--- src/sv/piaw_pkg.sv ---
`timescale 1ns / 1ps

package piaw_pkg;

    // Default widths of a sample and of the integrator.
    localparam int SAMPLE_WIDTH_DEF = 16;
    localparam int INTEG_WIDTH_DEF  = 40;

    // Configuration port geometry.
    localparam int CFG_W     = 16;
    localparam int CFG_IDX_W = 3;

    // Register reset values.
    localparam logic [CFG_W-1:0] PROP_GAIN_RST  = 16'd256;
    localparam logic [CFG_W-1:0] INTEG_GAIN_RST = 16'd0;
    localparam logic [CFG_W-1:0] TIME_STEP_RST  = 16'd4096;
    localparam logic [CFG_W-1:0] OUT_MIN_RST    = 16'd0;
    localparam logic [CFG_W-1:0] OUT_MAX_RST    = 16'd1280;

    // The proportional product is Q.16 and must be aligned with the Q.28 integral term.
    localparam int P_ALIGN   = 12;
    // The Q.28 sum is rounded half up to Q.8.
    localparam int RND_SHIFT = 20;

    typedef enum logic [CFG_IDX_W-1:0] {
        REG_PROP_GAIN  = 3'd0,
        REG_INTEG_GAIN = 3'd1,
        REG_TIME_STEP  = 3'd2,
        REG_OUT_MIN    = 3'd3,
        REG_OUT_MAX    = 3'd4
    } cfg_reg_t;

    typedef enum logic [1:0] {
        MS_ERR_DT,
        MS_ERR_KP,
        MS_INT_LO,
        MS_INT_HI
    } mul_src_t;

    typedef enum logic [1:0] {
        ACC_HOLD,
        ACC_LOAD_P,
        ACC_ADD_LO,
        ACC_ADD_HI
    } acc_op_t;

    typedef enum logic [3:0] {
        ST_IDLE,
        ST_SEL,
        ST_MUL_DT,
        ST_CAND,
        ST_MUL_P,
        ST_MUL_ILO,
        ST_MUL_IHI,
        ST_ACC_HI,
        ST_ROUND,
        ST_CHECK,
        ST_DONE
    } state_t;

    typedef struct packed {
        logic     load_in;
        logic     sel_en;
        logic     mul_en;
        mul_src_t mul_src;
        logic     use_old;
        logic     cand_en;
        acc_op_t  acc_op;
        logic     round_en;
        logic     out_load;
        logic     held;
    } dp_cmd_t;

    typedef struct packed {
        logic out_of_range;
        logic out_busy;
    } dp_status_t;

endpackage

--- src/sv/pi_pressure_controller_antiwindup_top.sv ---
`timescale 1ns / 1ps

// Channel   Direction  Handshake             Payload
// s_        in         s_valid / s_ready     target, front, rear pressure
// m_        out        m_valid / m_ready     drive_voltage, front_selected, windup_held, clamped
// cfg_      in         cfg_valid / cfg_ready cfg_index, cfg_data
//
// An item occupies the controller from acceptance until its result register is loaded,
// and the PI sum is formed a second time when the integral update is discarded.
// All work passes through the single shared multiplier, which forms the time-step, the
// proportional and two integral partial products one after the other.
// A new item is accepted in the cycle after the result is loaded.
// Reset is synchronous and active low; it restores the register defaults and zeroes the integral.
// A stalled result waits in its register; the next item is already accepted and worked on.

module pi_pressure_controller_antiwindup_top #(
    parameter int SAMPLE_WIDTH = piaw_pkg::SAMPLE_WIDTH_DEF,
    parameter int INTEG_WIDTH  = piaw_pkg::INTEG_WIDTH_DEF
) (
    input  logic                           aclk,
    input  logic                           aresetn,
    input  logic                           s_valid,
    output logic                           s_ready,
    input  logic signed [SAMPLE_WIDTH-1:0] s_target_pressure,
    input  logic signed [SAMPLE_WIDTH-1:0] s_front_pressure,
    input  logic signed [SAMPLE_WIDTH-1:0] s_rear_pressure,
    output logic                           m_valid,
    input  logic                           m_ready,
    output logic signed [SAMPLE_WIDTH-1:0] m_drive_voltage,
    output logic                           m_front_selected,
    output logic                           m_windup_held,
    output logic                           m_clamped,
    input  logic                           cfg_valid,
    output logic                           cfg_ready,
    input  logic [piaw_pkg::CFG_IDX_W-1:0] cfg_index,
    input  logic [piaw_pkg::CFG_W-1:0]     cfg_data
);
    import piaw_pkg::*;

    dp_cmd_t    cmd;
    dp_status_t status;

    piaw_ctrl u_ctrl (
        .aclk    (aclk),
        .aresetn (aresetn),
        .s_valid (s_valid),
        .s_ready (s_ready),
        .status  (status),
        .cmd     (cmd)
    );

    piaw_dp #(
        .SAMPLE_WIDTH (SAMPLE_WIDTH),
        .INTEG_WIDTH  (INTEG_WIDTH)
    ) u_dp (
        .aclk              (aclk),
        .aresetn           (aresetn),
        .s_target_pressure (s_target_pressure),
        .s_front_pressure  (s_front_pressure),
        .s_rear_pressure   (s_rear_pressure),
        .m_valid           (m_valid),
        .m_ready           (m_ready),
        .m_drive_voltage   (m_drive_voltage),
        .m_front_selected  (m_front_selected),
        .m_windup_held     (m_windup_held),
        .m_clamped         (m_clamped),
        .cfg_valid         (cfg_valid),
        .cfg_ready         (cfg_ready),
        .cfg_index         (cfg_index),
        .cfg_data          (cfg_data),
        .cmd               (cmd),
        .status            (status)
    );

endmodule

--- src/sv/piaw_ctrl.sv ---
`timescale 1ns / 1ps

module piaw_ctrl (
    input  logic                 aclk,
    input  logic                 aresetn,
    input  logic                 s_valid,
    output logic                 s_ready,
    input  piaw_pkg::dp_status_t status,
    output piaw_pkg::dp_cmd_t    cmd
);
    import piaw_pkg::*;

    state_t state_reg;
    state_t state_next;
    logic   held_reg;
    logic   held_next;

    always_ff @(posedge aclk) begin
        if (!aresetn) begin
            state_reg <= ST_IDLE;
            held_reg  <= 1'b0;
        end else begin
            state_reg <= state_next;
            held_reg  <= held_next;
        end
    end

    always_comb begin
        state_next  = state_reg;
        held_next   = held_reg;
        s_ready     = 1'b0;
        cmd         = '0;
        cmd.mul_src = MS_ERR_DT;
        cmd.acc_op  = ACC_HOLD;
        cmd.use_old = held_reg;
        cmd.held    = held_reg;
        unique case (state_reg)
            ST_IDLE: begin
                s_ready = 1'b1;
                if (s_valid) begin
                    cmd.load_in = 1'b1;
                    held_next   = 1'b0;
                    state_next  = ST_SEL;
                end
            end
            ST_SEL: begin
                cmd.sel_en = 1'b1;
                state_next = ST_MUL_DT;
            end
            ST_MUL_DT: begin
                cmd.mul_en  = 1'b1;
                cmd.mul_src = MS_ERR_DT;
                state_next  = ST_CAND;
            end
            ST_CAND: begin
                cmd.cand_en = 1'b1;
                state_next  = ST_MUL_P;
            end
            ST_MUL_P: begin
                cmd.mul_en  = 1'b1;
                cmd.mul_src = MS_ERR_KP;
                state_next  = ST_MUL_ILO;
            end
            // The accumulator takes the previous product while the next one is formed.
            ST_MUL_ILO: begin
                cmd.mul_en  = 1'b1;
                cmd.mul_src = MS_INT_LO;
                cmd.acc_op  = ACC_LOAD_P;
                state_next  = ST_MUL_IHI;
            end
            ST_MUL_IHI: begin
                cmd.mul_en  = 1'b1;
                cmd.mul_src = MS_INT_HI;
                cmd.acc_op  = ACC_ADD_LO;
                state_next  = ST_ACC_HI;
            end
            ST_ACC_HI: begin
                cmd.acc_op = ACC_ADD_HI;
                state_next = ST_ROUND;
            end
            ST_ROUND: begin
                cmd.round_en = 1'b1;
                state_next   = ST_CHECK;
            end
            ST_CHECK: begin
                // An out-of-range first pass is redone with the old integral.
                if (status.out_of_range && !held_reg) begin
                    held_next  = 1'b1;
                    state_next = ST_MUL_P;
                end else begin
                    state_next = ST_DONE;
                end
            end
            ST_DONE: begin
                if (!status.out_busy) begin
                    cmd.out_load = 1'b1;
                    state_next   = ST_IDLE;
                end
            end
            default: begin
                state_next = ST_IDLE;
            end
        endcase
    end

endmodule

--- src/sv/piaw_dp.sv ---
`timescale 1ns / 1ps

module piaw_dp #(
    parameter int SAMPLE_WIDTH = piaw_pkg::SAMPLE_WIDTH_DEF,
    parameter int INTEG_WIDTH  = piaw_pkg::INTEG_WIDTH_DEF
) (
    input  logic                                 aclk,
    input  logic                                 aresetn,
    input  logic signed [SAMPLE_WIDTH-1:0]       s_target_pressure,
    input  logic signed [SAMPLE_WIDTH-1:0]       s_front_pressure,
    input  logic signed [SAMPLE_WIDTH-1:0]       s_rear_pressure,
    output logic                                 m_valid,
    input  logic                                 m_ready,
    output logic signed [SAMPLE_WIDTH-1:0]       m_drive_voltage,
    output logic                                 m_front_selected,
    output logic                                 m_windup_held,
    output logic                                 m_clamped,
    input  logic                                 cfg_valid,
    output logic                                 cfg_ready,
    input  logic [piaw_pkg::CFG_IDX_W-1:0]       cfg_index,
    input  logic [piaw_pkg::CFG_W-1:0]           cfg_data,
    input  piaw_pkg::dp_cmd_t                    cmd,
    output piaw_pkg::dp_status_t                 status
);
    import piaw_pkg::*;

    localparam int SW    = SAMPLE_WIDTH;
    localparam int IW    = INTEG_WIDTH;
    localparam int EW    = SW + 1;
    localparam int SEL_W = SW + 5;
    localparam int LO_W  = IW / 2;
    localparam int HI_W  = IW - LO_W;
    localparam int MA_W0 = (EW > LO_W + 1) ? EW : LO_W + 1;
    localparam int MA_W  = (MA_W0 > HI_W) ? MA_W0 : HI_W;
    localparam int MB_W  = CFG_W + 1;
    localparam int PR_W  = MA_W + MB_W;
    localparam int CS_W  = ((IW > PR_W) ? IW : PR_W) + 1;
    localparam int PT_W  = SW + CFG_W + 2 + P_ALIGN;
    localparam int IT_W  = IW + CFG_W + 1;
    localparam int ACC_W = ((PT_W > IT_W) ? PT_W : IT_W) + 1;
    localparam int Y_W   = ACC_W - RND_SHIFT;

    localparam logic signed [ACC_W-1:0] RND_BIAS = ACC_W'(1) << (RND_SHIFT - 1);
    localparam logic signed [IW-1:0]    IMAX     = {1'b0, {(IW - 1){1'b1}}};
    localparam logic signed [IW-1:0]    IMIN     = {1'b1, {(IW - 1){1'b0}}};

    // Configuration registers.
    logic        [CFG_W-1:0] prop_gain_reg;
    logic        [CFG_W-1:0] integ_gain_reg;
    logic        [CFG_W-1:0] time_step_reg;
    logic signed [CFG_W-1:0] out_min_reg;
    logic signed [CFG_W-1:0] out_max_reg;

    logic signed [SW-1:0]   target_reg;
    logic signed [SW-1:0]   front_reg;
    logic signed [SW-1:0]   rear_reg;
    logic                   use_front_reg;
    logic signed [EW-1:0]   err_reg;
    logic signed [PR_W-1:0] prod_reg;
    logic signed [IW-1:0]   cand_reg;
    logic signed [IW-1:0]   integ_reg;
    logic signed [ACC_W-1:0] acc_reg;
    logic signed [Y_W-1:0]  y_reg;

    logic                   out_valid_reg;
    logic signed [SW-1:0]   drive_reg;
    logic                   front_sel_reg;
    logic                   held_out_reg;
    logic                   clamped_reg;

    logic signed [SEL_W-1:0] front_x10;
    logic signed [SEL_W-1:0] rear_x11;
    logic                    use_front_next;
    logic signed [SW-1:0]    press;
    logic signed [EW-1:0]    err_next;
    logic signed [IW-1:0]    int_src;
    logic signed [MA_W-1:0]  mul_a;
    logic signed [MB_W-1:0]  mul_b;
    logic signed [PR_W-1:0]  prod_next;
    logic signed [CS_W-1:0]  cand_sum;
    logic                    cand_fits;
    logic signed [IW-1:0]    cand_next;
    logic signed [ACC_W-1:0] acc_next;
    logic signed [ACC_W-1:0] rnd_sum;
    logic signed [Y_W-1:0]   y_next;
    logic signed [Y_W-1:0]   min_ext;
    logic signed [Y_W-1:0]   max_ext;
    logic                    above_max;
    logic                    below_min;
    logic signed [Y_W-1:0]   y_final;

    assign cfg_ready = 1'b1;

    always_ff @(posedge aclk) begin
        if (!aresetn) begin
            prop_gain_reg  <= PROP_GAIN_RST;
            integ_gain_reg <= INTEG_GAIN_RST;
            time_step_reg  <= TIME_STEP_RST;
            out_min_reg    <= OUT_MIN_RST;
            out_max_reg    <= OUT_MAX_RST;
        end else if (cfg_valid) begin
            unique case (cfg_reg_t'(cfg_index))
                REG_PROP_GAIN:  prop_gain_reg  <= cfg_data;
                REG_INTEG_GAIN: integ_gain_reg <= cfg_data;
                REG_TIME_STEP:  time_step_reg  <= cfg_data;
                REG_OUT_MIN:    out_min_reg    <= cfg_data;
                REG_OUT_MAX:    out_max_reg    <= cfg_data;
                default: begin
                end
            endcase
        end
    end

    // Front is used only when it reads more than 10% above rear.
    always_comb begin
        front_x10      = (SEL_W'(front_reg) <<< 3) + (SEL_W'(front_reg) <<< 1);
        rear_x11       = (SEL_W'(rear_reg) <<< 3) + (SEL_W'(rear_reg) <<< 1)
                         + SEL_W'(rear_reg);
        use_front_next = front_x10 > rear_x11;
        press          = use_front_next ? front_reg : rear_reg;
        err_next       = EW'(target_reg) - EW'(press);
    end

    // One shared signed multiplier; every product has a 16-bit unsigned register as one factor.
    always_comb begin
        int_src = cmd.use_old ? integ_reg : cand_reg;
        unique case (cmd.mul_src)
            MS_ERR_DT: begin
                mul_a = MA_W'(err_reg);
                mul_b = signed'({1'b0, time_step_reg});
            end
            MS_ERR_KP: begin
                mul_a = MA_W'(err_reg);
                mul_b = signed'({1'b0, prop_gain_reg});
            end
            MS_INT_LO: begin
                mul_a = MA_W'(signed'({1'b0, int_src[LO_W-1:0]}));
                mul_b = signed'({1'b0, integ_gain_reg});
            end
            MS_INT_HI: begin
                mul_a = MA_W'(signed'(int_src[IW-1:LO_W]));
                mul_b = signed'({1'b0, integ_gain_reg});
            end
            default: begin
                mul_a = '0;
                mul_b = '0;
            end
        endcase
        prod_next = PR_W'(mul_a) * PR_W'(mul_b);
    end

    // Candidate integral, saturated to the integrator range.
    always_comb begin
        cand_sum  = CS_W'(integ_reg) + CS_W'(prod_reg);
        cand_fits = (cand_sum[CS_W-1:IW-1] == '0) || (cand_sum[CS_W-1:IW-1] == '1);
        if (cand_fits) begin
            cand_next = cand_sum[IW-1:0];
        end else if (cand_sum[CS_W-1]) begin
            cand_next = IMIN;
        end else begin
            cand_next = IMAX;
        end
    end

    always_comb begin
        unique case (cmd.acc_op)
            ACC_HOLD:   acc_next = acc_reg;
            ACC_LOAD_P: acc_next = ACC_W'(prod_reg) <<< P_ALIGN;
            ACC_ADD_LO: acc_next = acc_reg + ACC_W'(prod_reg);
            ACC_ADD_HI: acc_next = acc_reg + (ACC_W'(prod_reg) <<< LO_W);
            default:    acc_next = acc_reg;
        endcase
        rnd_sum = acc_reg + RND_BIAS;
        y_next  = Y_W'(rnd_sum >>> RND_SHIFT);
    end

    // With inverted limits, a value that violates both bounds takes the upper bound.
    always_comb begin
        min_ext   = Y_W'(out_min_reg);
        max_ext   = Y_W'(out_max_reg);
        above_max = y_reg > max_ext;
        below_min = y_reg < min_ext;
        if (above_max) begin
            y_final = max_ext;
        end else if (below_min) begin
            y_final = min_ext;
        end else begin
            y_final = y_reg;
        end
        status.out_of_range = above_max || below_min;
        status.out_busy     = out_valid_reg && !m_ready;
    end

    always_ff @(posedge aclk) begin
        if (cmd.load_in) begin
            target_reg <= s_target_pressure;
            front_reg  <= s_front_pressure;
            rear_reg   <= s_rear_pressure;
        end
        if (cmd.sel_en) begin
            use_front_reg <= use_front_next;
            err_reg       <= err_next;
        end
        if (cmd.mul_en) begin
            prod_reg <= prod_next;
        end
        if (cmd.cand_en) begin
            cand_reg <= cand_next;
        end
        acc_reg <= acc_next;
        if (cmd.round_en) begin
            y_reg <= y_next;
        end
        if (cmd.out_load) begin
            drive_reg     <= y_final[SW-1:0];
            front_sel_reg <= use_front_reg;
            held_out_reg  <= cmd.held;
            clamped_reg   <= above_max || below_min;
        end
    end

    always_ff @(posedge aclk) begin
        if (!aresetn) begin
            integ_reg     <= '0;
            out_valid_reg <= 1'b0;
        end else begin
            if (cmd.out_load && !cmd.held) begin
                integ_reg <= cand_reg;
            end
            if (cmd.out_load) begin
                out_valid_reg <= 1'b1;
            end else if (m_ready) begin
                out_valid_reg <= 1'b0;
            end
        end
    end

    assign m_valid          = out_valid_reg;
    assign m_drive_voltage  = drive_reg;
    assign m_front_selected = front_sel_reg;
    assign m_windup_held    = held_out_reg;
    assign m_clamped        = clamped_reg;

endmodule

--- config.mk ---
export PLATFORM = sky130hd
export DESIGN_NAME = pi_pressure_controller_antiwindup_top
export DESIGN_NICKNAME = d
export VERILOG_FILES = /design/src/sv/piaw_pkg.sv /design/src/sv/pi_pressure_controller_antiwindup_top.sv /design/src/sv/piaw_ctrl.sv /design/src/sv/piaw_dp.sv
export SDC_FILE = /design/constraint.sdc
export NUM_CORES = 2
export LEC_CHECK = 0
export ABC_AREA = 1
export BUFFER_PORTS_ARGS = -buffer_cell sky130_fd_sc_hd__buf_4
export CORE_MARGIN = 10
export CORE_UTILIZATION = 60
export CTS_CLUSTER_SIZE = 30
export DETAILED_ROUTE_END_ITERATION = 16
export PLACE_DENSITY_LB_ADDON = 0.05
export SYNTH_ARGS = -nofsm -noshare
export SYNTH_HDL_FRONTEND = slang
export SYNTH_SLANG_ARGS = --single-unit
--- constraint.sdc ---
create_clock -name aclk -period 10.9 [get_ports aclk]
set_input_delay 0 -clock aclk [delete_from_list [all_inputs] [get_ports aclk]]
set_output_delay 0 -clock aclk [all_outputs]
set_load 0.01 [all_outputs]
After elaboration in Yosys (flattened, before gate mapping) --
Cells that the tools add are included.
Operators by class: add/subtract/negate cells 8, multiply operators 1, $lt $le $gt $ge 3, equal/unequal tests 24, multiplexer cells 28, reduce and logical (&&, ||, !) cells 23
Operators with widths (count):
- $pmux W58 S3 | 1
- $mux W40 | 3
- $pmux W21 S3 | 1
- $add A58 B21 Y58 const B | 1
- $add A58 B38 Y58 | 1
- $add A58 B58 Y58 | 1
- $pmux W17 S3 | 1
- $mux W16 | 3
- $pmux W4 S11 | 1
- $add A40 B38 Y41 | 1
- $add A19 B17 Y20 | 2
- $gt A38 B16 Y1 | 1
- $lt A38 B16 Y1 | 1
- $mul A21 B17 Y38 | 1
- $add A20 B16 Y21 | 1
- $gt A21 B21 Y1 | 1
- $sub A16 B16 Y17 | 1
- $eq A4 B3 Y1 const B | 4
- $eq A4 B4 Y1 const B | 3
- $mux W1 | 12
- $mux W4 | 3
- $pmux W3 S4 | 1
- $reduce_and A2 Y1 | 6
- $eq A2 B2 Y1 const B | 5
- other kinds (19) | 31
Storage, ports and cells: flip-flop bits (word level) 385, input port bits 72, output and inout port bits 22

Longest topological paths before layout --
depth in word-level cells 6, depth in mapped cells 37

Modules after synthesis --
Synthesis repeated with hierarchy kept, for this count alone.
Unflattened totals: cell total of the unflattened synthesis 5939, area, all modules 43471.7 um2
By module, submodules not included:
- piaw_dp | times used 1, cells each 5876, area each 43080.1 um2, sequential area each 10199.8 um2
- piaw_ctrl | times used 1, cells each 63, area each 391.6 um2, sequential area each 100.1 um2

Worst setup path after synthesis --
No wires, ideal clock.
kind reg2reg, from reg u_ctrl.state_reg[0], to reg u_dp.prod_reg[33], data pin, data arrival time 6439 ps, setup slack 4202 ps, stages on the path, launching flop included 30, path buffers 2, clock period less this slack 6698 ps, cells stage by stage dfxtp_1 -> nor2_1 -> inv_2 -> nand3_1 -> nor2_2 -> inv_2 -> buf_2 -> o221ai_1 -> o21ai_2 -> inv_1 -> buf_2 -> nand2_1 -> fa_1 -> inv_1 -> fa_1 -> fa_1 -> fa_1 -> fa_1 -> inv_1 -> fa_1 -> inv_1 -> ha_1 -> nand2_1 -> nor2_1 -> inv_1 -> nor2_1 -> inv_1 -> o21ai_0 -> a21oi_1 -> xnor2_1
Between the ends: cells in the longest elaborated chain, start to end 6, elaborated cells on any way between the ends 14, those cells by class mul (1); eq/ne (7); mux (3); reduce/logical (3)
Ends and longest elaborated chain:
- from (decl) | line piaw_ctrl.sv:13 | state_t state_reg;
- from (signal assigned) | line piaw_ctrl.sv:23 | state_reg <= state_next;
- $eq A4 B3 Y1 or $eq A4 B2 Y1 (tied branches) | line piaw_ctrl.sv:37 | unique case (state_reg)
- $pmux W3 S4 * | line piaw_ctrl.sv:37
- $eq A2 B1 Y1, or another cell as far along | line piaw_dp.sv:127 | unique case (cmd.mul_src)
- $reduce_or A2 Y1 (no line)
- $pmux W21 S3 or $pmux W17 S3 (tied branches) | line piaw_dp.sv:127
- $mul A21 B17 Y38 * | line piaw_dp.sv:149 | prod_next = PR_W'(mul_a) * PR_W'(mul_b);
- net u_dp.prod_next[33] | line piaw_dp.sv:79 | logic signed [PR_W-1:0] prod_next;
- to (signal assigned) | line piaw_dp.sv:205 | prod_reg <= prod_next;
- to (decl) | line piaw_dp.sv:59 | logic signed [PR_W-1:0] prod_reg;
Mark *: on every way through the listed nets, which the timed path passes. The rest lies on a longest branch. The select of a mux whose other input is x is not followed. A chain may end at the register's enable or synchronous reset.

Final worst setup path --
from reg u_ctrl.state_reg[0], to reg u_dp.prod_reg[37], data pin
The elaborated chain is that of the path after synthesis.

==> flow_metrics.tcl <==
set metrics [dict create \
    run_status "complete, no violations" \
    drt-total-wl_um 143300 \
    yosys.area.top_type_share 0.1830 \
    crit_fanout 38 \
    slew_viol_final 0 \
    drt-wirelength-per-cell_um 21.22 \
    largest_reg_flops 58 \
    portBuffers 92 \
    skew_ps 64.94 \
    drt-initial-drc-count 3735 \
    p_comb_frac 0.656 \
    synth_seq_area_share 0.2424 \
    cts_buffers 45 \
    vias 39030 \
    finalCritPeriodShare 0.7712 \
    syn_nets 6452 \
    cts_hold_buf 78 \
    syn_area_um2 42500 \
    cap_viol_max_count 0 \
    ant_nets 0 \
    crit_type "reg2reg" \
    gp_congestion 1.047 \
    die-area_um2 81880 \
    min_period_ps 8406 \
    netSwitchingPower_uw 5817 \
    die-width_um 286.1 \
    leakage_uw 0.02135 \
    coreArea_um2 70150 \
    htreeDepth 2 \
    dp_cells 6588 \
    cp-start-kind "flip-flop" \
    fp.dieH_um 286.1 \
    synth_cell_type_count 53 \
    cts_tree "done" \
    synth_edf_count 259 \
    grt_max_degree 96 \
    clk_latency_ps 630 \
    yosysMostFrequentCell "nand2_1" \
    yosys_warnings 0 \
    nNetsFinal 6576 \
    timing.fmax_ghz 0.1190 \
    slew_headroom 0.2194 \
    p_int_uw 5391 \
    critPathRequiredTime_ps 11210 \
    worstSetupEndpointType "flip-flop" \
    drt-vias-per-instance 5.782 \
    clock-root-buffer "clkbuf_16" \
    row_count 97 \
    dr.pass1.iters 6 \
    synth_area_leaders "edfxtp_1 18%, fa_1 17%, ha_1 11%" \
    power_frac_seq 0.203 \
    p_clk_frac 0.140 \
    vdd_drop_max_uv 262.6 \
    area_delta_synth_final_pct 9.265 \
    synthFlopType "edfxtp_1" \
    synthCells 5649 \
    drc 0 \
    finalSetupTns_ps 0 \
    grt_pass1_wl_um 218800 \
    clock-sinks 385 \
    clk_pin_slew_worst_paths_ps 60 \
    synth_seq_cells 385 \
    setup_viol 0 \
    grt_overflow 0 \
    pwr_density_cell_nw_per_um2 241.4 \
    ctsResizeCount 0 \
    postSynth.asyncResetShare 0 \
    clockBufferDepth 3 \
    initial_utilization 0.6058 \
    hold_class "in2reg" \
    synth_common_cells "1147 x nand2_1, 964 x inv_1, 695 x nor2_1" \
    fillers 6174 \
    io_pins 94 \
    rsz0062_at_grt "no" \
    yosys.area.top_type "edfxtp_1" \
    grt_pass1_vias 38350 \
    final_hold_viol_count 0 \
    cts_setup_buffers 0 \
    cp.arrival_ps 8720 \
    gr-usage-all-layers 0.3439 \
    tightest_slew_ps 1166 \
    p_sw_frac 0.5190 \
    antenna_found_initial 4 \
    synth_area_per_cell_um2 7.523 \
    instances_no_fill 6751 \
    detailed_place_hpwl_um 112600 \
    drive_gt1_frac 0.04974 \
]
[layout by cell type (no fill, tap or decap), drive strengths merged, types with 13 or more instances in the layout]
master | netlist | layout
nand2 | 1150 | 1150
inv | 990 | 994
nor2 | 705 | 705
o21ai | 431 | 431
a21oi | 417 | 417
ha | 377 | 377
fa | 354 | 354
edfxtp | 259 | 259
nand3 | 188 | 188
dfxtp | 126 | 126
buf | 50 | 125
xor2 | 104 | 104
dlygate4sd3 | 0 | 78
xnor2 | 70 | 70
nor3 | 62 | 62
clkbuf | 76 | 58
nand4 | 52 | 52
a31oi | 37 | 37
o21bai | 31 | 31
or2 | 23 | 23
a21o | 22 | 22
a21boi | 20 | 20
o22ai | 17 | 17
o221ai | 16 | 16
clkinv | 2 | 16
o21a | 13 | 13
[cell type report]
class | count | area, µm² | share of cell area
timing repair buffer | 203 | 1719 | 0.03702
inverter | 992 | 3726 | 0.08024
tap | 940 | 1176 | 0.02533
antenna | 1 | 2.502 | 0.00005389
sequential | 385 | 10300 | 0.2218
clock buffer | 58 | 1267 | 0.02729
multi-input combinational | 4146 | 27970 | 0.6024
clock inverter | 26 | 272.8 | 0.005874
[worst max-delay path, stage by stage (launching register included)]
cell and delay, ps:
dfxtp_1 390, nor2_1 100, inv_2 290, nand3_1 180, nor2_2 110, buf_4 370
inv_2 240, o221ai_1 240, o21ai_2 190, inv_1 530, nand2_1 220, fa_1 620
inv_1 140, fa_1 860, inv_1 130, fa_1 540, fa_1 450, fa_1 540
fa_1 550, inv_1 40, ha_1 330, nand2_1 100, nor2_1 190, nand2_1 90
nor2_1 200, o21ai_0 160, o2111ai_1 150, xor2_1 120
[kinds of logic after synthesis]
kind of cell | count (synthesis) | share of synthesized area
xor+xnor | 174 | 0.03604
buf+inv | 1118 | 0.1008
compound gates | 1037 | 0.1328
other cells | 1 | 0.00008824
simple gates | 2203 | 0.2101
fa+ha+maj | 731 | 0.2777
flops | 385 | 0.2424
[per-layer routing]
| metal | global-route usage | vias to the layer above | routed length [µm] |
|---|---|---|---|
| met2 | 0.5666 | 1791 | 66180 |
| met5 | 0 | - | 37 |
| met1 | 0.4238 | 18310 | 55510 |
| met4 | 0.2134 | 6 | 10340 |
| li1 | - | 18450 | - |
| met3 | 0.04837 | 478 | 11190 |
[stage by stage]
stage          power, µW    util  area, µm²  worst slack, ps  hold slack, ps
4_1_cts            11100  0.6619      46430             2536           17.61
2_1_floorplan       7315       -      42500             4202           98.87
5_1_grt            12140  0.6620      46440             1970           91.81
6_report           11210  0.6620      46440             2494           94.79
3_3_place_gp        9433  0.6288      44110             2747           177.8
3_5_place_dp        9481  0.6288      44110             2603           179.3
[power by group through the flow]
| stage | combinational [µW] | sequential [µW] | clock (µW) |
|---|---|---|---|
| floorplan | 5250 | 2060 | 0 |
| global placement | 7160 | 2280 | 0 |
| detailed placement | 7200 | 2280 | 0 |
| CTS | 7270 | 2250 | 1590 |
| global route | 8250 | 2250 | 1640 |
| finish | 7360 | 2280 | 1570 |
[worst paths after layout]
check / from / end / slack (ps) / depth (start not counted)
worst max-delay path: u_ctrl.state_reg[0] / u_dp.prod_reg[37] / 2490 / 27
worst min register to register: u_dp.use_front_reg / u_dp.m_front_selected / 430 / 0
worst min-delay path: s_target_pressure[9] / u_dp.target_reg[9] / 90 / 2
worst max register to register: u_ctrl.state_reg[0] / u_dp.prod_reg[37] / 2490 / 27
No activity file was read; power rests on OpenSTA's default activity.
